==> src/rtl/fdt_pkg.sv <==
`timescale 1ns / 1ps
// ----------------------------------------------------------------------------
// fdt_pkg
// Shared sizes and codes for the descriptor table.
// ----------------------------------------------------------------------------
package fdt_pkg;

  localparam int SLOTS  = 16;
  localparam int SLOT_W = $clog2(SLOTS);
  localparam int CNT_W  = $clog2(SLOTS + 1);

  // The free-slot search looks at this many slots per cycle.
  localparam int GROUP   = 4;
  localparam int NGROUP  = (SLOTS + GROUP - 1) / GROUP;
  localparam int GRP_W   = (NGROUP > 1) ? $clog2(NGROUP) : 1;
  localparam int CAND_W  = GRP_W + 2;

  // Index and count widths used when moving to and from the fixed port fields.
  localparam int IDX_EXT_W = (SLOT_W > 4) ? SLOT_W : 4;
  localparam int CNT_EXT_W = (CNT_W > 5) ? CNT_W : 5;

  // Stored entry: offset, flags, global id (global id in the low bits).
  localparam int ENTRY_W = 64;

  localparam int IN_TDATA_W  = 72;
  localparam int OUT_TDATA_W = 32;

  localparam logic [1:0] OP_OPEN  = 2'd0;
  localparam logic [1:0] OP_SET   = 2'd1;
  localparam logic [1:0] OP_CLOSE = 2'd2;

  localparam logic [1:0] ST_OK       = 2'd0;
  localparam logic [1:0] ST_FULL     = 2'd1;
  localparam logic [1:0] ST_INACTIVE = 2'd2;

  typedef logic [SLOT_W-1:0] slot_t;
  typedef logic [CNT_W-1:0]  cnt_t;

endpackage

==> src/rtl/fdt_ram.sv <==
`timescale 1ns / 1ps
// ----------------------------------------------------------------------------
// fdt_ram
// Generic single-write, single-read RAM with a registered read port.
// ----------------------------------------------------------------------------
module fdt_ram #(
  parameter int WIDTH = 64,
  parameter int DEPTH = 16
) (
  input  logic                     clk,
  input  logic                     we,
  input  logic [$clog2(DEPTH)-1:0] waddr,
  input  logic [WIDTH-1:0]         wdata,
  input  logic [$clog2(DEPTH)-1:0] raddr,
  output logic [WIDTH-1:0]         rdata
);

  logic [WIDTH-1:0] mem [DEPTH];

  always_ff @(posedge clk) begin
    if (we) begin
      mem[waddr] <= wdata;
    end
    rdata <= mem[raddr];
  end

endmodule

==> src/rtl/file_descriptor_table_top.sv <==
`timescale 1ns / 1ps
// ----------------------------------------------------------------------------
// file_descriptor_table_top
// Descriptor table with open, set and close operations and a live count.
// ----------------------------------------------------------------------------
// Each accepted word is one operation and yields exactly one result word. The
// block takes one operation at a time: after acceptance the sequencer goes
// from idle to an execute state and then to a done state, which loads the
// result register once the output is free. An open of the lowest free slot
// passes through a scan state between the two, which looks at four slots of
// the active map each cycle until it finds a free one or has seen the last
// group. The stored fields sit in a RAM with one write and one registered
// read port. A new word is accepted as soon as the sequencer is back in idle,
// even while the last result still waits on the output. The active map lives
// in flip-flops and is cleared by reset; the stored fields are undefined until
// a set writes them, so no clearing pass is needed.
// ----------------------------------------------------------------------------
module file_descriptor_table_top (
  input  logic                             clk,
  input  logic                             rst_n,
  input  logic                             in_tvalid,
  output logic                             in_tready,
  // pick_specific[0], slot_index[4:1], global_id[20:5], file_flags[36:21],
  // rw_offset[68:37], zero fill above
  input  logic [fdt_pkg::IN_TDATA_W-1:0]   in_tdata,
  // opcode[1:0]
  input  logic [1:0]                       in_tuser,
  output logic                             out_tvalid,
  input  logic                             out_tready,
  // status[1:0], slot_out[5:2], global_id_out[21:6], live_count[26:22],
  // zero fill above
  output logic [fdt_pkg::OUT_TDATA_W-1:0]  out_tdata
);
  import fdt_pkg::*;

  localparam logic [1:0] S_IDLE = 2'd0;
  localparam logic [1:0] S_EXEC = 2'd1;
  localparam logic [1:0] S_SCAN = 2'd2;
  localparam logic [1:0] S_DONE = 2'd3;

  logic [1:0]       state_r, state_nxt;
  logic [GRP_W-1:0] grp_r, grp_nxt;
  logic [SLOTS-1:0] active_r, active_nxt;
  cnt_t             cnt_r, cnt_nxt;
  logic             out_valid_r, out_valid_nxt;

  // Latched operation.
  logic [1:0]  op_r;
  logic        spec_r;
  logic [3:0]  idx_r;
  logic [15:0] gid_r;
  logic [15:0] flg_r;
  logic [31:0] off_r;

  // Result being built.
  logic [1:0] status_r, status_nxt;
  slot_t      slot_r, slot_nxt;
  logic       ret_gid_r, ret_gid_nxt;

  // Output register.
  logic [1:0]  out_status_r;
  logic [3:0]  out_slot_r;
  logic [15:0] out_gid_r;
  logic [4:0]  out_cnt_r;

  logic                 in_accept;
  logic [IDX_EXT_W-1:0] idx_ext;
  slot_t                addr;
  logic                 in_range;
  logic                 slot_active;
  logic                 ram_we;
  logic [ENTRY_W-1:0]   ram_rdata;

  logic [NGROUP*GROUP-1:0] free_vec;
  logic [GROUP-1:0]        grp_free;
  logic [1:0]              lo_sel;
  logic                    any_free;
  logic [CAND_W-1:0]       cand;
  logic [IDX_EXT_W-1:0]    slot_ext;
  logic [CNT_EXT_W-1:0]    cnt_ext;

  assign in_accept = in_tvalid && in_tready;
  assign in_tready = (state_r == S_IDLE);

  assign idx_ext     = IDX_EXT_W'(idx_r);
  assign addr        = idx_ext[SLOT_W-1:0];
  assign in_range    = ({1'b0, idx_ext} < (IDX_EXT_W + 1)'(SLOTS));
  assign slot_active = in_range && active_r[addr];

  // Slots past the end of the table are padded as busy.
  always_comb begin
    free_vec              = '0;
    free_vec[SLOTS-1:0]   = ~active_r;
  end

  assign grp_free = free_vec[grp_r*GROUP +: GROUP];

  always_comb begin
    any_free = 1'b0;
    lo_sel   = 2'd0;
    for (int i = GROUP - 1; i >= 0; i--) begin
      if (grp_free[i]) begin
        any_free = 1'b1;
        lo_sel   = 2'(i);
      end
    end
  end

  assign cand = {grp_r, lo_sel};

  always_comb begin
    state_nxt     = state_r;
    grp_nxt       = grp_r;
    active_nxt    = active_r;
    cnt_nxt       = cnt_r;
    status_nxt    = status_r;
    slot_nxt      = slot_r;
    ret_gid_nxt   = ret_gid_r;
    out_valid_nxt = out_valid_r && !out_tready;
    ram_we        = 1'b0;
    case (state_r)
      S_IDLE: begin
        if (in_accept) begin
          state_nxt = S_EXEC;
        end
      end
      S_EXEC: begin
        status_nxt  = ST_OK;
        slot_nxt    = addr;
        ret_gid_nxt = 1'b0;
        grp_nxt     = '0;
        state_nxt   = S_DONE;
        case (op_r)
          OP_OPEN: begin
            if (!spec_r) begin
              state_nxt = S_SCAN;
            end else if (!in_range) begin
              status_nxt = ST_FULL;
            end else if (!active_r[addr]) begin
              active_nxt[addr] = 1'b1;
              cnt_nxt          = cnt_r + cnt_t'(1);
            end
          end
          OP_SET: begin
            if (slot_active) begin
              ram_we = 1'b1;
            end else begin
              status_nxt = ST_INACTIVE;
            end
          end
          OP_CLOSE: begin
            if (slot_active) begin
              active_nxt[addr] = 1'b0;
              cnt_nxt          = cnt_r - cnt_t'(1);
              ret_gid_nxt      = 1'b1;
            end else begin
              status_nxt = ST_INACTIVE;
            end
          end
          default: begin
          end
        endcase
      end
      S_SCAN: begin
        if (any_free) begin
          active_nxt[cand[SLOT_W-1:0]] = 1'b1;
          cnt_nxt   = cnt_r + cnt_t'(1);
          slot_nxt  = cand[SLOT_W-1:0];
          state_nxt = S_DONE;
        end else if (grp_r == GRP_W'(NGROUP - 1)) begin
          status_nxt = ST_FULL;
          state_nxt  = S_DONE;
        end else begin
          grp_nxt = grp_r + GRP_W'(1);
        end
      end
      S_DONE: begin
        if (!out_valid_r || out_tready) begin
          out_valid_nxt = 1'b1;
          state_nxt     = S_IDLE;
        end
      end
      default: begin
        state_nxt = S_IDLE;
      end
    endcase
  end

  always_ff @(posedge clk) begin
    if (!rst_n) begin
      state_r     <= S_IDLE;
      grp_r       <= '0;
      active_r    <= '0;
      cnt_r       <= '0;
      out_valid_r <= 1'b0;
    end else begin
      state_r     <= state_nxt;
      grp_r       <= grp_nxt;
      active_r    <= active_nxt;
      cnt_r       <= cnt_nxt;
      out_valid_r <= out_valid_nxt;
    end
  end

  assign slot_ext = IDX_EXT_W'(slot_r);
  assign cnt_ext  = CNT_EXT_W'(cnt_r);

  always_ff @(posedge clk) begin
    status_r  <= status_nxt;
    slot_r    <= slot_nxt;
    ret_gid_r <= ret_gid_nxt;
    if (in_accept) begin
      op_r   <= in_tuser;
      spec_r <= in_tdata[0];
      idx_r  <= in_tdata[4:1];
      gid_r  <= in_tdata[20:5];
      flg_r  <= in_tdata[36:21];
      off_r  <= in_tdata[68:37];
    end
    if (state_r == S_DONE && (!out_valid_r || out_tready)) begin
      out_status_r <= status_r;
      out_slot_r   <= slot_ext[3:0];
      // The read port follows the latched slot, so its data is settled here.
      out_gid_r    <= ret_gid_r ? ram_rdata[15:0] : 16'd0;
      out_cnt_r    <= cnt_ext[4:0];
    end
  end

  fdt_ram #(
    .WIDTH (ENTRY_W),
    .DEPTH (SLOTS)
  ) u_entry_ram (
    .clk   (clk),
    .we    (ram_we),
    .waddr (addr),
    .wdata ({off_r, flg_r, gid_r}),
    .raddr (addr),
    .rdata (ram_rdata)
  );

  assign out_tvalid = out_valid_r;
  assign out_tdata  = {5'd0, out_cnt_r, out_gid_r, out_slot_r, out_status_r};

  // The live count always matches the number of active slots.
  a_count_matches_map: assert property (@(posedge clk) disable iff (!rst_n)
    ({{(32 - CNT_W){1'b0}}, cnt_r} == 32'($countones(active_r))))
    else $error("live count does not match the active map");

  a_count_bounded: assert property (@(posedge clk) disable iff (!rst_n)
    ({1'b0, cnt_r} <= (CNT_W + 1)'(SLOTS)))
    else $error("live count above table size");

  a_scan_only_open: assert property (@(posedge clk) disable iff (!rst_n)
    (state_r == S_SCAN) |-> (op_r == OP_OPEN && !spec_r))
    else $error("free-slot scan outside an open of the lowest free slot");

  a_scan_ends_full: assert property (@(posedge clk) disable iff (!rst_n)
    (state_r == S_SCAN && !any_free && grp_r == GRP_W'(NGROUP - 1))
      |-> (active_r == {SLOTS{1'b1}}))
    else $error("table reported full while a slot is free");

endmodule

==> config.mk <==
export PLATFORM = sky130hd
export DESIGN_NAME = file_descriptor_table_top
export DESIGN_NICKNAME = d
export VERILOG_FILES = /design/src/rtl/fdt_pkg.sv /design/src/rtl/fdt_ram.sv /design/src/rtl/file_descriptor_table_top.sv
export SDC_FILE = /design/constraint.sdc
export NUM_CORES = 1
export LEC_CHECK = 0
export BUFFER_PORTS_ARGS = -buffer_cell sky130_fd_sc_hd__buf_2
export CAP_MARGIN = 20
export CORE_UTILIZATION = 45
export CTS_BUF_LIST = sky130_fd_sc_hd__clkbuf_8
export CTS_CLUSTER_DIAMETER = 60
export CTS_CLUSTER_SIZE = 30
export DETAILED_ROUTE_END_ITERATION = 6
export GPL_ROUTABILITY_DRIVEN = 1
export PLACE_DENSITY = 0.72
export SYNTH_ARGS = -nofsm -noshare
export SYNTH_HDL_FRONTEND = slang
export SYNTH_HIERARCHICAL = 1
export SYNTH_SLANG_ARGS = --single-unit
==> constraint.sdc <==
create_clock -name clk -period 7.34 [get_ports clk]
set_input_delay 0.367 -clock clk [delete_from_list [all_inputs] [get_ports clk]]
set_output_delay 0.367 -clock clk [all_outputs]
set_load 0.05 [all_outputs]
; ---- Word level (Yosys, flattened, before mapping)
; Memory sizes are Yosys's and may differ from the RTL's. A register that Yosys moved wholly into a read port is not among the register bits.
; Cells that the tools add are included.
; W data, S select, Z words.
[totals]
mem_bits_rw = 1024
input_bits = 78
memories = 1
output_inout_bits = 34
elab_cells = 116
regBits = 131
[mem_list]
columns = name, depth, word_bits, rd, rd_ports_with_merged_regs, wr, line_no
row1 = u_entry_ram.mem, 16, 64, 1, 1, 1, fdt_ram.sv:18  ; logic [WIDTH-1:0] mem [DEPTH];
[classes]
n_reduce_logical = 17
n_lt_le_gt_ge = 4
n_eq_ne = 17
mux = 50
add_sub_neg = 3
bitwise = 5
shifts = 1
[ops]
columns = op, count
row1 = $mux W16, 4
row2 = $pmux W16 S2, 2
row3 = $not A16 Y16, 2
row4 = $or A16 B16 Y16, 2
row5 = $mux W2, 14
row6 = $mux W5, 4
row7 = $pmux W5 S2, 2
row8 = $and A16 B16 Y16, 1
row9 = $mux W1, 16
row10 = $shiftx A16 B5 Y4, 1
row11 = $ne A3 B3 Y1 const B, 4
row12 = $lt A4 B5 Y1 const B, 2
row13 = $reduce_and A3 Y1, 3
row14 = $demux W1 S4, 2
row15 = $eq A2 B2 Y1 const B, 4
row16 = $ge A4 B1 Y1 const B, 2
row17 = $ne A2 B2 Y1 const B, 4
row18 = $pmux W2 S2, 2
row19 = $pmux W2 S4, 1
row20 = $pmux W4 S2, 1
row21 = $reduce_and A6 Y1, 1
row22 = $add A5 B1 Y5 const B, 1
row23 = $logic_and A1 B1 Y1, 5
row24 = $sub A5 B1 Y5 const B, 1
row25 = other kinds (12), 16

; ---- Logic depth before layout (Yosys ltp)
[logic_depth]
word_depth = 13
ltp_mapped = 8
depth_no_buf = 8

; ---- By module
; Netlist, hierarchy kept.
[by_module_without_submodules]
columns = mod, cells_per_inst, area_per_inst_um2, instances
row1 = fdt_ram, 1647, 39581.7, 1
row2 = file_descriptor_table_top, 371, 5341.4, 1

; ---- Least setup slack after synthesis
; No wires, ideal clock.
[synth_path]
path_type = register to register
from = reg idx_r[2] (netlist: addr[2])
to = mem u_entry_ram.mem[0][0], enable pin
stages_incl_launch_ff = 8
slack_ns = 0.525
required_ns = 6.775
path_buffers = 1
setup_ns = 0.565
arrival_time_ns = 6.251
cell_sequence = edfxtp_1 > buf_6 > mux4_2 > a22o_1 > or2_4 > and3_1 > or3b_2 > nor3_1
[synth_via]
elab_chain_len = 7
[synth_lines]
columns = element, line_no
row1 = from (decl), file_descriptor_table_top.sv:50  ; logic [3:0] idx_r;
row2 = from (signal assigned), file_descriptor_table_top.sv:215  ; idx_r <= in_tdata[4:1];
row3 = $bmux W1 S4, file_descriptor_table_top.sv:88  ; assign slot_active = in_range && active_r[addr];
row4 = $mux W1 (not written as such), file_descriptor_table_top.sv:88
row5 = $mux W1, file_descriptor_table_top.sv:145  ; if (slot_active) begin
row6 = $mux W1, file_descriptor_table_top.sv:133  ; case (op_r)
row7 = $mux W1, file_descriptor_table_top.sv:121  ; case (state_r)
row8 = net ram_we, file_descriptor_table_top.sv:71  ; logic ram_we;
row9 = $mux W1, fdt_ram.sv:21  ; if (we) begin
row10 = $mux W1 (not written as such), fdt_ram.sv:22  ; mem[waddr] <= wdata;
row11 = to (decl), fdt_ram.sv:18
; The timed path passes the listed nets, and every way through them passes these cells. The select of a mux whose other input is x is not followed.

; ---- Final worst setup path
[layout_path]
from = reg idx_r[0] (netlist: addr[0])
to = mem u_entry_ram.mem[0][0], enable pin
; Same word-level chain as after synthesis.

==> impl_metrics.csv <==
group,metric,value,unit
power,powerDensity,306.1,nW/um2
route,wl,26.29,mm
clocking,cts_tree,"yes",
sta,finalCriticalPeriod,3161,ps
flow_run,drv_cap,0,
sta,worst_pin_slew,999.1,ps
hold_path,hold_class,"in2reg",
route,ant_nets,0,
power,ir_drop,0.0002029,V
floorplan,initial_core_util,0.4574,
route,wl_met2,12.31,mm
grt,grt_pass1_vias,6848,
worst_setup_path,worstPathMaxFanout,39,
route,m1WireLength,11.69,mm
worst_setup_path,arrival,3450,ps
route,wl_met3,1.865,mm
grt,overflow,0,
floorplan,floorplan.rows,64,
clocking,cts_buffers,26,
clocking,cts-htree-levels,1,
floorplan,core_area,30590,um2
final_layout,layout-drive-gt1-share,0.2428,
synth,synth_cells,772,
final_layout,final_core_util,0.5098,
sta,timing.slew.headroom,0.3339,
final_layout,fillers,2445,
sta,rsz0062_at_grt,"no",
clocking,cts_resized,0,
grt,grt_max_degree,71,
route,top_layer_used,"met4",
clocking,clk_path_buf_depth,3,
sta,hold_viol_final,0,
final_layout,fin_nets,940,
run_status,outcome,"complete, no violations",
grt,grt_pass1_wl,39.96,mm
sta,slew_violations,0,
worst_setup_path,cp.required,7630,ps
route,num_vias,7129,
sta,finalSetupTns,0,ps
sta,setup_viol,0,
clocking,cts_root_buffer,"clkbuf_8",
route,drtIter0Drc,725,
clocking,clkSinkCount,355,
placed_design,gp_congestion,0.8910,
synth,avgSynthCellArea,18.12,um2
synth,netlist_area,13990,um2
floorplan,pin_count,112,
final_layout,area_growth,11.46,%
clocking,clock_latency,620,ps
final_layout,antenna_cells,0,
sta,finClkSkew,39.85,ps
worst_setup_path,cp-end-kind,"flip-flop",
grt,antenna_found_initial,0,
placed_design,portBuffers,55,
route,firstDrtPassIters,5,
power,leakage,0.005147,uW
route,wire_per_inst,20.78,um
route,route.detailed.drc,0,
floorplan,die_h,178.3,um
clocking,clkTransAtPathRegs,110,ps
floorplan,fp.dieW,178.3,um
placed_design,hpwl,15.55,mm
floorplan,die_area,31800,um2
worst_setup_path,startpoint_type,"flip-flop",
worst_setup_path,crit_type,"reg2reg",
grt,track_usage,0.1678,
sta,max_freq,0.3163,GHz
route,viasPerCell,5.636,
synth,yosysWarnings,6,
sta,period_share,0.4307,
## area by class of cell
type | instances | area [um2] | share of cell area
multi-input cells | 344 | 3397 | 0.2178
clock buffers | 26 | 357.8 | 0.02295
repair buffers | 105 | 708.2 | 0.04541
inverters | 17 | 63.81 | 0.004092
well taps | 396 | 495.5 | 0.03177
clock inverters | 22 | 332.8 | 0.02134
flip-flops and latches | 355 | 10240 | 0.6566
## where the power goes
part / switching (uW) / internal (uW) / total (uW)
combinational: 567 / 355 / 922
clock: 784 / 461 / 1240
sequential: 157 / 2450 / 2610
total: 1510 / 3270 / 4770
## what timing repair did
item | 4_1_cts | 5_1_grt
setup buffers | 0 | 0
hold buffers | 23 | 0
hold endpoints to repair | 23 | 0
## placed cells by master (no fill, tap or decap), types with 3 or more instances in the layout
| cell type | n |
|---|---|
| edfxtp_1 | 313 |
| mux4_2 | 71 |
| buf_2 | 55 |
| dfxtp_1 | 42 |
| a22oi_1 | 38 |
| nand2_1 | 30 |
| nor2_1 | 28 |
| buf_4 | 27 |
| clkbuf_8 | 26 |
| a21oi_1 | 25 |
| dlygate4sd3_1 | 23 |
| and2_1 | 20 |
| inv_1 | 16 |
| ha_1 | 13 |
| nor2b_1 | 9 |
| nand2b_1 | 8 |
| nor3_1 | 7 |
| nand3_1 | 6 |
| a22o_1 | 6 |
| o22ai_1 | 5 |
| a311oi_1 | 5 |
| conb_1 | 5 |
| inv_12 | 5 |
| inv_16 | 5 |
| o21ai_0 | 4 |
| o21bai_1 | 4 |
| o211a_1 | 4 |
| a32oi_1 | 4 |
| a31oi_1 | 4 |
| a211oi_1 | 4 |
| a21o_1 | 4 |
| nor3_2 | 4 |
| nand3b_1 | 3 |
| nor3b_1 | 3 |
| o31ai_1 | 3 |
| inv_6 | 3 |
| clkinv_8 | 3 |
## worst paths after layout
kind,start,end,slack (ps),depth (start not counted)
max reg2reg,addr[0],u_entry_ram/mem[0][0],4180,8
max,addr[0],u_entry_ram/mem[0][0],4180,8
min,out_tready,out_tvalid,90,4
min reg2reg,status_r[1],out_status_r[1],430,0
## critical path, stage by stage, from the launching register on
cell	delay, ps
edfxtp_1	340
buf_4	550
nor2b_1	390
a22o_1	220
or2_4	140
and3_1	260
or3b_2	520
nor3_2	120
buf_4	290
## through the flow
stage | worst slack [ps] | instances | area, um2 | total power (uW) | hold WS, ps
6_report | 4179 | 1265 | 15600 | 4773 | 89.36
5_1_grt | 3936 | 1265 | 15600 | 4996 | 93.09
4_1_cts | 4129 | 1265 | 15600 | 4821 | 46.61
3_5_place_dp | 4154 | 1194 | 14670 | 3568 | 406.3
3_3_place_gp | 4138 | 1194 | 14670 | 3546 | 404.1
2_1_floorplan | 3898 | 776 | 14010 | 3322 | 400.3
## layer usage
metal / track usage / vias up
li1: - / 3228
met1: 0.2486 / 3590
met2: 0.2658 / 278
met3: 0.02153 / 33
met4: 0.03884 / 0
met5: 0 / -
## sequential cells by signal, summed over array words and instances, names as in the netlist, named ones only
signal and count:
ret_gid_r 1, addr 4, out_status_r 2, out_cnt_r 5, slot_ext 4, gid_r 16
grp_r 2, state_r 2, spec_r 1, u_entry_ram/mem 256, status_r 2, out_slot_r 4
out_gid_r 16, u_entry_ram/rdata 16, op_r 2, cnt_ext 5, out_tvalid 1
(Power assumes the default switching activity.)
